File: config.mk
export PLATFORM = sky130hd
export DESIGN_NAME = hsl_to_rgb_converter
export DESIGN_NICKNAME = d
export VERILOG_FILES = /design/src/rtl/h2r_pkg.sv /design/src/rtl/h2r_prep.sv /design/src/rtl/h2r_ramp.sv /design/src/rtl/hsl_to_rgb_converter.sv
export SDC_FILE = /design/constraint.sdc
export NUM_CORES = 2
export LEC_CHECK = 0
export ABC_AREA = 1
export BUFFER_PORTS_ARGS = -buffer_cell sky130_fd_sc_hd__buf_2
export CAP_MARGIN = 25
export CORE_MARGIN = 10
export CORE_UTILIZATION = 42
export CTS_CLUSTER_DIAMETER = 80
export DETAILED_ROUTE_END_ITERATION = 10
export HOLD_SLACK_MARGIN = 0.05
export PLACE_DENSITY = 0.59
export SLEW_MARGIN = 5
export SYNTH_ARGS = -nofsm -noshare
export SYNTH_HDL_FRONTEND = slang
export SYNTH_SLANG_ARGS = --single-unit
File: constraint.sdc
create_clock -name clk -period 12.2 [get_ports clk]
set_input_delay 0.61 -clock clk [delete_from_list [all_inputs] [get_ports clk]]
set_output_delay 0.61 -clock clk [all_outputs]
set_load 0.01 [all_outputs]
File: src/rtl/h2r_pkg.sv
// Shared types, constants and helper functions of the HSL to RGB converter.
package h2r_pkg;

    localparam int DEFAULT_FRAC_BITS = 16;
    localparam int IN_FRAC           = 16;
    localparam logic [16:0] IN_ONE   = 17'd65536;

    localparam int HUE_CIRCLE        = 360;
    localparam int RAMP_SPAN         = 60;
    localparam int HUE_RAMP_UP_END   = 60;
    localparam int HUE_PLATEAU_END   = 180;
    localparam int HUE_RAMP_DOWN_END = 240;
    localparam int HUE_RED_OFFSET    = 120;
    localparam int HUE_BLUE_OFFSET   = 240;

    // Reciprocal of 360 scaled by 2^24, rounded up; exact for every 16-bit hue.
    localparam logic [15:0] HUE_RECIP       = 16'd46604;
    localparam int          HUE_RECIP_SHIFT = 24;

    localparam int NUM_CH = 3;
    localparam int CH_RED   = 0;
    localparam int CH_GREEN = 1;
    localparam int CH_BLUE  = 2;

    localparam logic [7:0] ALPHA_OPAQUE = 8'hFF;

    typedef struct packed {
        logic [15:0] hue_degrees;
        logic [16:0] saturation;
        logic [16:0] lightness;
    } hsl_t;

    typedef struct packed {
        logic [7:0] red;
        logic [7:0] green;
        logic [7:0] blue;
        logic [7:0] alpha;
    } rgba_t;

    function automatic logic [8:0] hue_shift(input logic [8:0] d, input logic [8:0] offset);
        logic [9:0] sum;
        sum = {1'b0, d} + {1'b0, offset};
        if (sum >= 10'(HUE_CIRCLE))
        begin
            sum = sum - 10'(HUE_CIRCLE);
        end
        return sum[8:0];
    endfunction

    // Weight of the ramp in sixtieths: 0 selects p, 60 selects q.
    function automatic logic [5:0] ramp_weight(input logic [8:0] d);
        logic [8:0] w;
        if (d < 9'(HUE_RAMP_UP_END))
        begin
            w = d;
        end
        else if (d < 9'(HUE_PLATEAU_END))
        begin
            w = 9'(RAMP_SPAN);
        end
        else if (d < 9'(HUE_RAMP_DOWN_END))
        begin
            w = 9'(HUE_RAMP_DOWN_END) - d;
        end
        else
        begin
            w = 9'd0;
        end
        return w[5:0];
    endfunction

endpackage

File: src/rtl/h2r_prep.sv
// Front pipeline stages: input scaling, hue reduction, the p and q levels and the ramp weights.
module h2r_prep
    import h2r_pkg::*;
#(
    parameter int FRAC_BITS = DEFAULT_FRAC_BITS
)
(
    input  logic                        clk,
    input  logic                        rst_n,
    input  logic                        in_valid,
    input  hsl_t                        hsl,
    output logic                        out_valid,
    output logic [FRAC_BITS:0]          p_level,
    output logic [FRAC_BITS:0]          diff,
    output logic [NUM_CH-1:0][5:0]      weight
);

    localparam int FW = FRAC_BITS + 1;
    localparam int PW = FRAC_BITS + 3;
    localparam int MW = 2 * FRAC_BITS + 3;
    localparam logic [FW-1:0] ONE  = FW'(1) << FRAC_BITS;
    localparam logic [FW-1:0] HALF = FW'(1) << (FRAC_BITS - 1);

    logic [16:0]   s_sat;
    logic [16:0]   l_sat;
    logic [FW-1:0] s_next;
    logic [FW-1:0] l_next;
    logic [31:0]   hue_prod;
    logic [7:0]    quot_next;

    logic          valid_a_reg;
    logic [15:0]   hue_a_reg;
    logic [7:0]    quot_a_reg;
    logic [FW-1:0] s_a_reg;
    logic [FW-1:0] l_a_reg;

    logic          low_next;
    logic [FW:0]   opnd;
    logic [MW-1:0] product;
    logic [15:0]   rem_full;

    logic          valid_b_reg;
    logic [PW-1:0] prod_b_reg;
    logic [8:0]    rem_b_reg;
    logic          low_b_reg;
    logic [FW-1:0] s_b_reg;
    logic [FW-1:0] l_b_reg;

    logic [PW-1:0] q_full;

    logic          valid_c_reg;
    logic [FW-1:0] q_c_reg;
    logic [FW-1:0] l_c_reg;
    logic [8:0]    rem_c_reg;

    logic [FW:0]   p_wide;
    logic [FW-1:0] q_minus_l;
    logic [NUM_CH-1:0][5:0] weight_next;

    logic          valid_d_reg;
    logic [FW-1:0] p_d_reg;
    logic [FW-1:0] diff_d_reg;
    logic [NUM_CH-1:0][5:0] weight_d_reg;

    assign s_sat = (hsl.saturation > IN_ONE) ? IN_ONE : hsl.saturation;
    assign l_sat = (hsl.lightness > IN_ONE) ? IN_ONE : hsl.lightness;

    if (FRAC_BITS >= IN_FRAC)
    begin : g_scale_up
        assign s_next = FW'(s_sat) << (FRAC_BITS - IN_FRAC);
        assign l_next = FW'(l_sat) << (FRAC_BITS - IN_FRAC);
    end
    else
    begin : g_scale_down
        assign s_next = FW'(s_sat >> (IN_FRAC - FRAC_BITS));
        assign l_next = FW'(l_sat >> (IN_FRAC - FRAC_BITS));
    end

    assign hue_prod  = hsl.hue_degrees * HUE_RECIP;
    assign quot_next = hue_prod[HUE_RECIP_SHIFT+7:HUE_RECIP_SHIFT];

    assign low_next = (l_a_reg < HALF);
    assign opnd     = low_next ? ((FW + 1)'(ONE) + (FW + 1)'(s_a_reg)) : (FW + 1)'(s_a_reg);
    assign product  = MW'(l_a_reg) * MW'(opnd);
    assign rem_full = hue_a_reg - 16'({8'd0, quot_a_reg} * 16'(HUE_CIRCLE));

    assign q_full = low_b_reg ? prod_b_reg
                              : (PW'(l_b_reg) + PW'(s_b_reg) - prod_b_reg);

    assign p_wide    = {l_c_reg, 1'b0} - {1'b0, q_c_reg};
    assign q_minus_l = q_c_reg - l_c_reg;

    always_comb
    begin
        weight_next[CH_RED]   = ramp_weight(hue_shift(rem_c_reg, 9'(HUE_RED_OFFSET)));
        weight_next[CH_GREEN] = ramp_weight(rem_c_reg);
        weight_next[CH_BLUE]  = ramp_weight(hue_shift(rem_c_reg, 9'(HUE_BLUE_OFFSET)));
    end

    always_ff @(posedge clk or negedge rst_n)
    begin
        if (!rst_n)
        begin
            valid_a_reg <= 1'b0;
            valid_b_reg <= 1'b0;
            valid_c_reg <= 1'b0;
            valid_d_reg <= 1'b0;
        end
        else
        begin
            valid_a_reg <= in_valid;
            valid_b_reg <= valid_a_reg;
            valid_c_reg <= valid_b_reg;
            valid_d_reg <= valid_c_reg;
        end
    end

    always_ff @(posedge clk)
    begin
        hue_a_reg    <= hsl.hue_degrees;
        quot_a_reg   <= quot_next;
        s_a_reg      <= s_next;
        l_a_reg      <= l_next;

        prod_b_reg   <= product[MW-1:FRAC_BITS];
        rem_b_reg    <= rem_full[8:0];
        low_b_reg    <= low_next;
        s_b_reg      <= s_a_reg;
        l_b_reg      <= l_a_reg;

        q_c_reg      <= q_full[FW-1:0];
        l_c_reg      <= l_b_reg;
        rem_c_reg    <= rem_b_reg;

        p_d_reg      <= p_wide[FW-1:0];
        diff_d_reg   <= {q_minus_l[FW-2:0], 1'b0};
        weight_d_reg <= weight_next;
    end

    assign out_valid = valid_d_reg;
    assign p_level   = p_d_reg;
    assign diff      = diff_d_reg;
    assign weight    = weight_d_reg;

    assert property (@(posedge clk) disable iff (!rst_n)
        valid_c_reg |-> (q_c_reg >= l_c_reg) && (q_c_reg <= ONE))
        else $error("q level outside the range from lightness to one");

    assert property (@(posedge clk) disable iff (!rst_n)
        valid_d_reg |-> (weight_d_reg[CH_RED] <= 6'(RAMP_SPAN))
                     && (weight_d_reg[CH_GREEN] <= 6'(RAMP_SPAN))
                     && (weight_d_reg[CH_BLUE] <= 6'(RAMP_SPAN)))
        else $error("ramp weight above one full span");

endmodule

File: src/rtl/h2r_ramp.sv
// Back pipeline stages: per-channel hue ramp, division by sixty and byte scaling.
module h2r_ramp
    import h2r_pkg::*;
#(
    parameter int FRAC_BITS = DEFAULT_FRAC_BITS
)
(
    input  logic                        clk,
    input  logic                        rst_n,
    input  logic                        in_valid,
    input  logic [FRAC_BITS:0]          p_level,
    input  logic [FRAC_BITS:0]          diff,
    input  logic [NUM_CH-1:0][5:0]      weight,
    output logic                        out_valid,
    output logic [NUM_CH-1:0][7:0]      channel
);

    localparam int FW          = FRAC_BITS + 1;
    localparam int XW          = FRAC_BITS + 6;
    localparam int RW          = FRAC_BITS + 7;
    localparam int RECIP_SHIFT = FRAC_BITS + 12;
    localparam int YW          = 2 * FRAC_BITS + 13;
    localparam int SW          = FRAC_BITS + 9;
    localparam logic [FW-1:0] ONE = FW'(1) << FRAC_BITS;
    localparam logic [63:0] RECIP_WIDE =
        ((64'd1 << RECIP_SHIFT) + 64'(RAMP_SPAN - 1)) / 64'(RAMP_SPAN);
    localparam logic [RW-1:0] RECIP = RECIP_WIDE[RW-1:0];

    logic [NUM_CH-1:0][XW-1:0] x_next;
    logic [NUM_CH-1:0][YW-1:0] y_next;
    logic [NUM_CH-1:0][SW-1:0] scaled_next;

    logic                      valid_e_reg;
    logic [FW-1:0]             p_e_reg;
    logic [NUM_CH-1:0][XW-1:0] x_reg;

    logic                      valid_f_reg;
    logic [FW-1:0]             p_f_reg;
    logic [NUM_CH-1:0][FW-1:0] quot_reg;

    logic                      valid_g_reg;
    logic [NUM_CH-1:0][FW-1:0] level_reg;

    logic                      valid_h_reg;
    logic [NUM_CH-1:0][7:0]    chan_reg;

    always_comb
    begin
        for (int c = 0; c < NUM_CH; c++)
        begin
            x_next[c]      = XW'(XW'(diff) * XW'(weight[c]));
            y_next[c]      = YW'(x_reg[c]) * YW'(RECIP);
            scaled_next[c] = {level_reg[c], 8'd0} - SW'(level_reg[c]);
        end
    end

    always_ff @(posedge clk or negedge rst_n)
    begin
        if (!rst_n)
        begin
            valid_e_reg <= 1'b0;
            valid_f_reg <= 1'b0;
            valid_g_reg <= 1'b0;
            valid_h_reg <= 1'b0;
        end
        else
        begin
            valid_e_reg <= in_valid;
            valid_f_reg <= valid_e_reg;
            valid_g_reg <= valid_f_reg;
            valid_h_reg <= valid_g_reg;
        end
    end

    always_ff @(posedge clk)
    begin
        p_e_reg <= p_level;
        p_f_reg <= p_e_reg;
        for (int c = 0; c < NUM_CH; c++)
        begin
            x_reg[c]     <= x_next[c];
            quot_reg[c]  <= y_next[c][YW-1:RECIP_SHIFT];
            level_reg[c] <= p_f_reg + quot_reg[c];
            chan_reg[c]  <= scaled_next[c][FRAC_BITS+7:FRAC_BITS];
        end
    end

    assign out_valid = valid_h_reg;
    assign channel   = chan_reg;

    assert property (@(posedge clk) disable iff (!rst_n)
        valid_g_reg |-> (level_reg[CH_RED] <= ONE) && (level_reg[CH_GREEN] <= ONE)
                     && (level_reg[CH_BLUE] <= ONE))
        else $error("channel level above one");

endmodule

File: src/rtl/hsl_to_rgb_converter.sv
// Top level of the pipelined HSL to RGB colour converter.
//
// One colour enters on hsl when start is high and busy is low; busy is held
// low, so a new colour may be transferred in every clock cycle.
// The hue is in whole degrees and is reduced modulo 360 inside; saturation
// and lightness are unsigned fixed point where 65536 stands for 1.0, and
// larger values are treated as 1.0.
// Each result appears on rgba for exactly one cycle with done high, once its
// colour has passed through all eight register stages, and results leave in
// the order the colours came in. Alpha is always 255.
// Throughput is one colour per cycle: eight register stages of comparable
// depth, with a valid bit travelling beside the data. The two widest steps
// are the 16-bit hue reduction by a reciprocal multiply and the division of
// the ramp product by sixty, also a reciprocal multiply.
// The receiver cannot hold results off, so the pipeline never stalls.
// Reset clears every valid bit, so no result is produced from a colour that
// was in flight when reset arrived.
module hsl_to_rgb_converter
    import h2r_pkg::*;
#(
    parameter int FRAC_BITS = DEFAULT_FRAC_BITS
)
(
    input  logic  clk,
    input  logic  rst_n,
    input  logic  start,
    output logic  busy,
    input  hsl_t  hsl,
    output logic  done,
    output rgba_t rgba
);

    logic                   accept;
    logic                   prep_valid;
    logic [FRAC_BITS:0]     p_level;
    logic [FRAC_BITS:0]     diff;
    logic [NUM_CH-1:0][5:0] weight;
    logic [NUM_CH-1:0][7:0] channel;

    assign busy   = 1'b0;
    assign accept = start && !busy;

    h2r_prep #(
        .FRAC_BITS (FRAC_BITS)
    ) u_prep (
        .clk       (clk),
        .rst_n     (rst_n),
        .in_valid  (accept),
        .hsl       (hsl),
        .out_valid (prep_valid),
        .p_level   (p_level),
        .diff      (diff),
        .weight    (weight)
    );

    h2r_ramp #(
        .FRAC_BITS (FRAC_BITS)
    ) u_ramp (
        .clk       (clk),
        .rst_n     (rst_n),
        .in_valid  (prep_valid),
        .p_level   (p_level),
        .diff      (diff),
        .weight    (weight),
        .out_valid (done),
        .channel   (channel)
    );

    assign rgba.red   = channel[CH_RED];
    assign rgba.green = channel[CH_GREEN];
    assign rgba.blue  = channel[CH_BLUE];
    assign rgba.alpha = ALPHA_OPAQUE;

    assert property (@(posedge clk) disable iff (!rst_n)
        accept |-> ##8 done)
        else $error("transferred colour gave no result after eight cycles");

    assert property (@(posedge clk) disable iff (!rst_n)
        done |-> $past(accept, 8))
        else $error("result without a colour transferred eight cycles earlier");

endmodule

==> impl_metrics.csv <==
group,metric,value,unit
timing,fin_crit_sh,54.8,%
finish,largest_reg_flops,63,
clock_tree,postCtsSetupRepairBufs,0,
clock_tree,cts_buffer_depth,3,
worst_setup_path,crit_path_max_fanout,19,
timing,timing.hold.ws,0.103,ns
synth,netlist_area,53700,um2
grt,grt_overflow,0,
drt,drt-total-wl,128000,um
floorplanning,die_y,377,um
clock_tree,insertion_delay,0.66,ns
finish,utilization,45.3,%
synth,synth_edf_count,0,
timing,min_period,6.69,ns
synth,ys_ff_latch,434,
synth,synth_cell_type_count,57,
placed_design,dp.cells,8131,
drt,drt_first_pass_iters,6,
min_path,worstHoldPathType,"input port to flop",
grt,busiest_layer,"met2",
worst_setup_path,path_buf_inv,4,
worst_setup_path,critPathCaptureType,"flop",
grt,use_met1,24.1,%
floorplanning,initial_core_util,42.2,%
grt,antenna_found_initial,1,
clock_tree,cts_tree,"yes",
finish,syn2layout_area_growth,7.46,%
synth,synthFlopType,"dfxtp_1",
synth,synth_cells,6530,
synth,yosysSeqAreaShare,16.3,%
timing,relSlewSlack,30.9,%
placed_design,dpl.hpwl,108000,um
finish,final_common_cell,"inv_1",
clock_tree,cts_made_buffers,56,
grt,grt_usage,18.3,%
worst_setup_path,critPathSlowestCell,"dfxtp_1",
worst_setup_path,critPathLaunchType,"flop",
floorplanning,coreArea,127000,um2
clock_tree,clock-root-buffer,"clkbuf_16",
drt,routed_via_density,4.91,
timing,worst_slew_pin_slew,1.04,ns
drt,drt_iter0_markers,2029,
timing,fmax,149,MHz
finish,nets,8154,
floorplanning,io_pins,87,
finish,stdcell_count,8238,
finish,antenna_cells,0,
placed_design,gp_congestion,0.900,
worst_setup_path,critical-path-max-stage-delay,0.79,ns
drt,drc,0,
worst_setup_path,path_delay_family,"adder cells",
drt,vias,40500,
worst_setup_path,worstPathArrival,7.24,ns
synth,avgSynthCellArea,8.22,um2
floorplanning,die_w,377,um
flow_run,cap_viol_max_count,0,
clock_tree,htreeDepth,2,
grt,grt_pass1_wl,215000,um
finish,final_cell_mix,"inv_1, nand2_1, ha_1, fa_1, dfxtp_1",
synth,ys.warnings.count,0,
drt,antenna_left,0,
worst_setup_path,crit_top_cell,"fa_1",
clock_tree,path_clk_slew,0.06,ns
finish,drive_above_1_share,3.76,%
worst_setup_path,path_class,"flop to flop",
timing,slew_viol_final,0,
synth,ys_async_sr_fraction,1.84,%
placed_design,io_buffers,77,
grt,use_met3,1.97,%
floorplanning,rows,131,
clock_tree,clock-sinks,434,
drt,wl_per_cell,15.6,um
finish,fillers,12700,
timing,rsz0062_at_grt,"no",
worst_setup_path,required,12.75,ns
worst_setup_path,path_cells,"nor2_1 -> ha_1 -> nand2_1 -> fa_1 -> fa_1 -> fa_1 -> inv_1 -> fa_1 -> fa_1 -> inv_1 -> fa_1 -> inv_1 -> ha_1 -> a21oi_1 -> inv_1 -> a31oi_1 -> o21ai_0 -> a211oi_1 -> nand2_1 -> nand2_1 -> nand2_1 -> xor2_1",
floorplanning,die_area,142000,um2
timing,finClkSkew,0.0307,ns
timing,tns,0,ns
timing,final-hold-violation-count,0,
timing,finalSetupViolCount,0,
grt,grt_max_degree,25,
grt,met2_usage,31.6,%
grt,grt_pass1_vias,42400,
status,status,"complete, no violations",
[routing by layer]
layer	up-vias	wire length [um]
li1	20200	-
met1	19300	59000
met2	767	60800
met3	203	4890
met4	0	3690
met5	-	0
[area by class of cell]
type                       instances  area (um2)  area share, %
sequential                       434        8730           15.1
multi-input combinational       4443       38700           67.1
clock inverter                    33         482          0.836
inverter                        1505        5650           9.80
tap                             1662        2080           3.61
clock buffer                      71        1560           2.70
timing repair buffer              90         490          0.851
[cell usage after synthesis, types with 7 or more instances]
cell type  count  area (um2)
nor2_1       314        1180
a21oi_1      369        1850
o31ai_1       16         120
o21ai_0      201        1010
clkbuf_1     140         526
xor2_1       177        1550
a31oi_1       30         188
ha_1         918       11500
nor4_1        31         194
o21a_1        11        82.6
a21o_1        33         248
nand3_1      130         651
inv_2         14        52.6
a21boi_0      26         195
nand2_1     1237        4640
nand4_1       49         307
dfrtp_1        8         200
dfxtp_1      426        8530
inv_1       1491        5600
nand2_2       14        87.6
o2111ai_1     11        96.3
nor3_1        44         220
fa_1         653       13100
xnor2_1       71         622
buf_4          9        67.6
o21bai_1      19         143
o221ai_1       7        61.3
a221oi_1       7        61.3
[per-stage QoR]
stage / instance area (um2) / worst slack, ns
after global routing: 57700 / 5.10
after CTS: 57700 / 5.50
after global placement: 55600 / 5.59
after detailed placement: 55600 / 5.50
after floorplan: 53700 / 6.00
final: 57700 / 5.51
[repair_timing]
item                                   in CTS  in global routing
resized for setup                           0                  0
endpoints found under the hold margin      10                  0
hold buffers                                3                  0
[logic make-up (layout without fill, tap and decap cells)]
group                      count (synthesis)  after routing  synth area share, %
adders and majority gates               1571           1571                 45.8
xor gates and xnor gates                 250            250                 4.13
AOI/OAI and AO/OA                        760            760                 7.97
buffers and inverters                   1660           1699                 11.7
other                                      2              9               0.0140
and+or+nand+nor                         1853           1853                 14.1
DFF                                      434            434                 16.3
[path summary, 6_finish.rpt]
path / startpoint / slack, ns / to / cells past startpoint
worst max-delay path: u_prep.l_a_reg[15]$_SDFF_PN0_ / 5.51 / u_prep.prod_b_reg[13]$_DFF_P_ / 22
worst min-delay path: hsl[33] / 0.10 / u_prep.s_a_reg[16]$_SDFF_PN1_ / 1
worst max register to register: u_prep.l_a_reg[15]$_SDFF_PN0_ / 5.51 / u_prep.prod_b_reg[13]$_DFF_P_ / 22
worst min register to register: u_prep.rem_b_reg[4]$_DFF_P_ / 0.32 / u_prep.rem_c_reg[4]$_DFF_P_ / 0
max in group asynchronous: rst_n / 11.73 / u_prep.valid_a_reg$_DFF_PN0_ / 2
min in group asynchronous: rst_n / 0.31 / u_ramp.valid_g_reg$_DFF_PN0_ / 2
[worst register-to-register path, stage by stage (launching register included)]
cell and delay, ns:
dfxtp_1 0.79, nor2_1 0.15, ha_1 0.73, nand2_1 0.18
fa_1 0.55, fa_1 0.51, fa_1 0.51, inv_1 0.05
fa_1 0.49, fa_1 0.49, inv_1 0.05, fa_1 0.47
inv_1 0.04, ha_1 0.35, a21oi_1 0.17, inv_1 0.06
a31oi_1 0.19, o21ai_0 0.16, a211oi_1 0.23, nand2_1 0.13
nand2_1 0.08, nand2_1 0.06, xor2_1 0.14
Power is not shown: default switching activity piles up to over one toggle a cycle in this logic, so the estimate is an artifact.
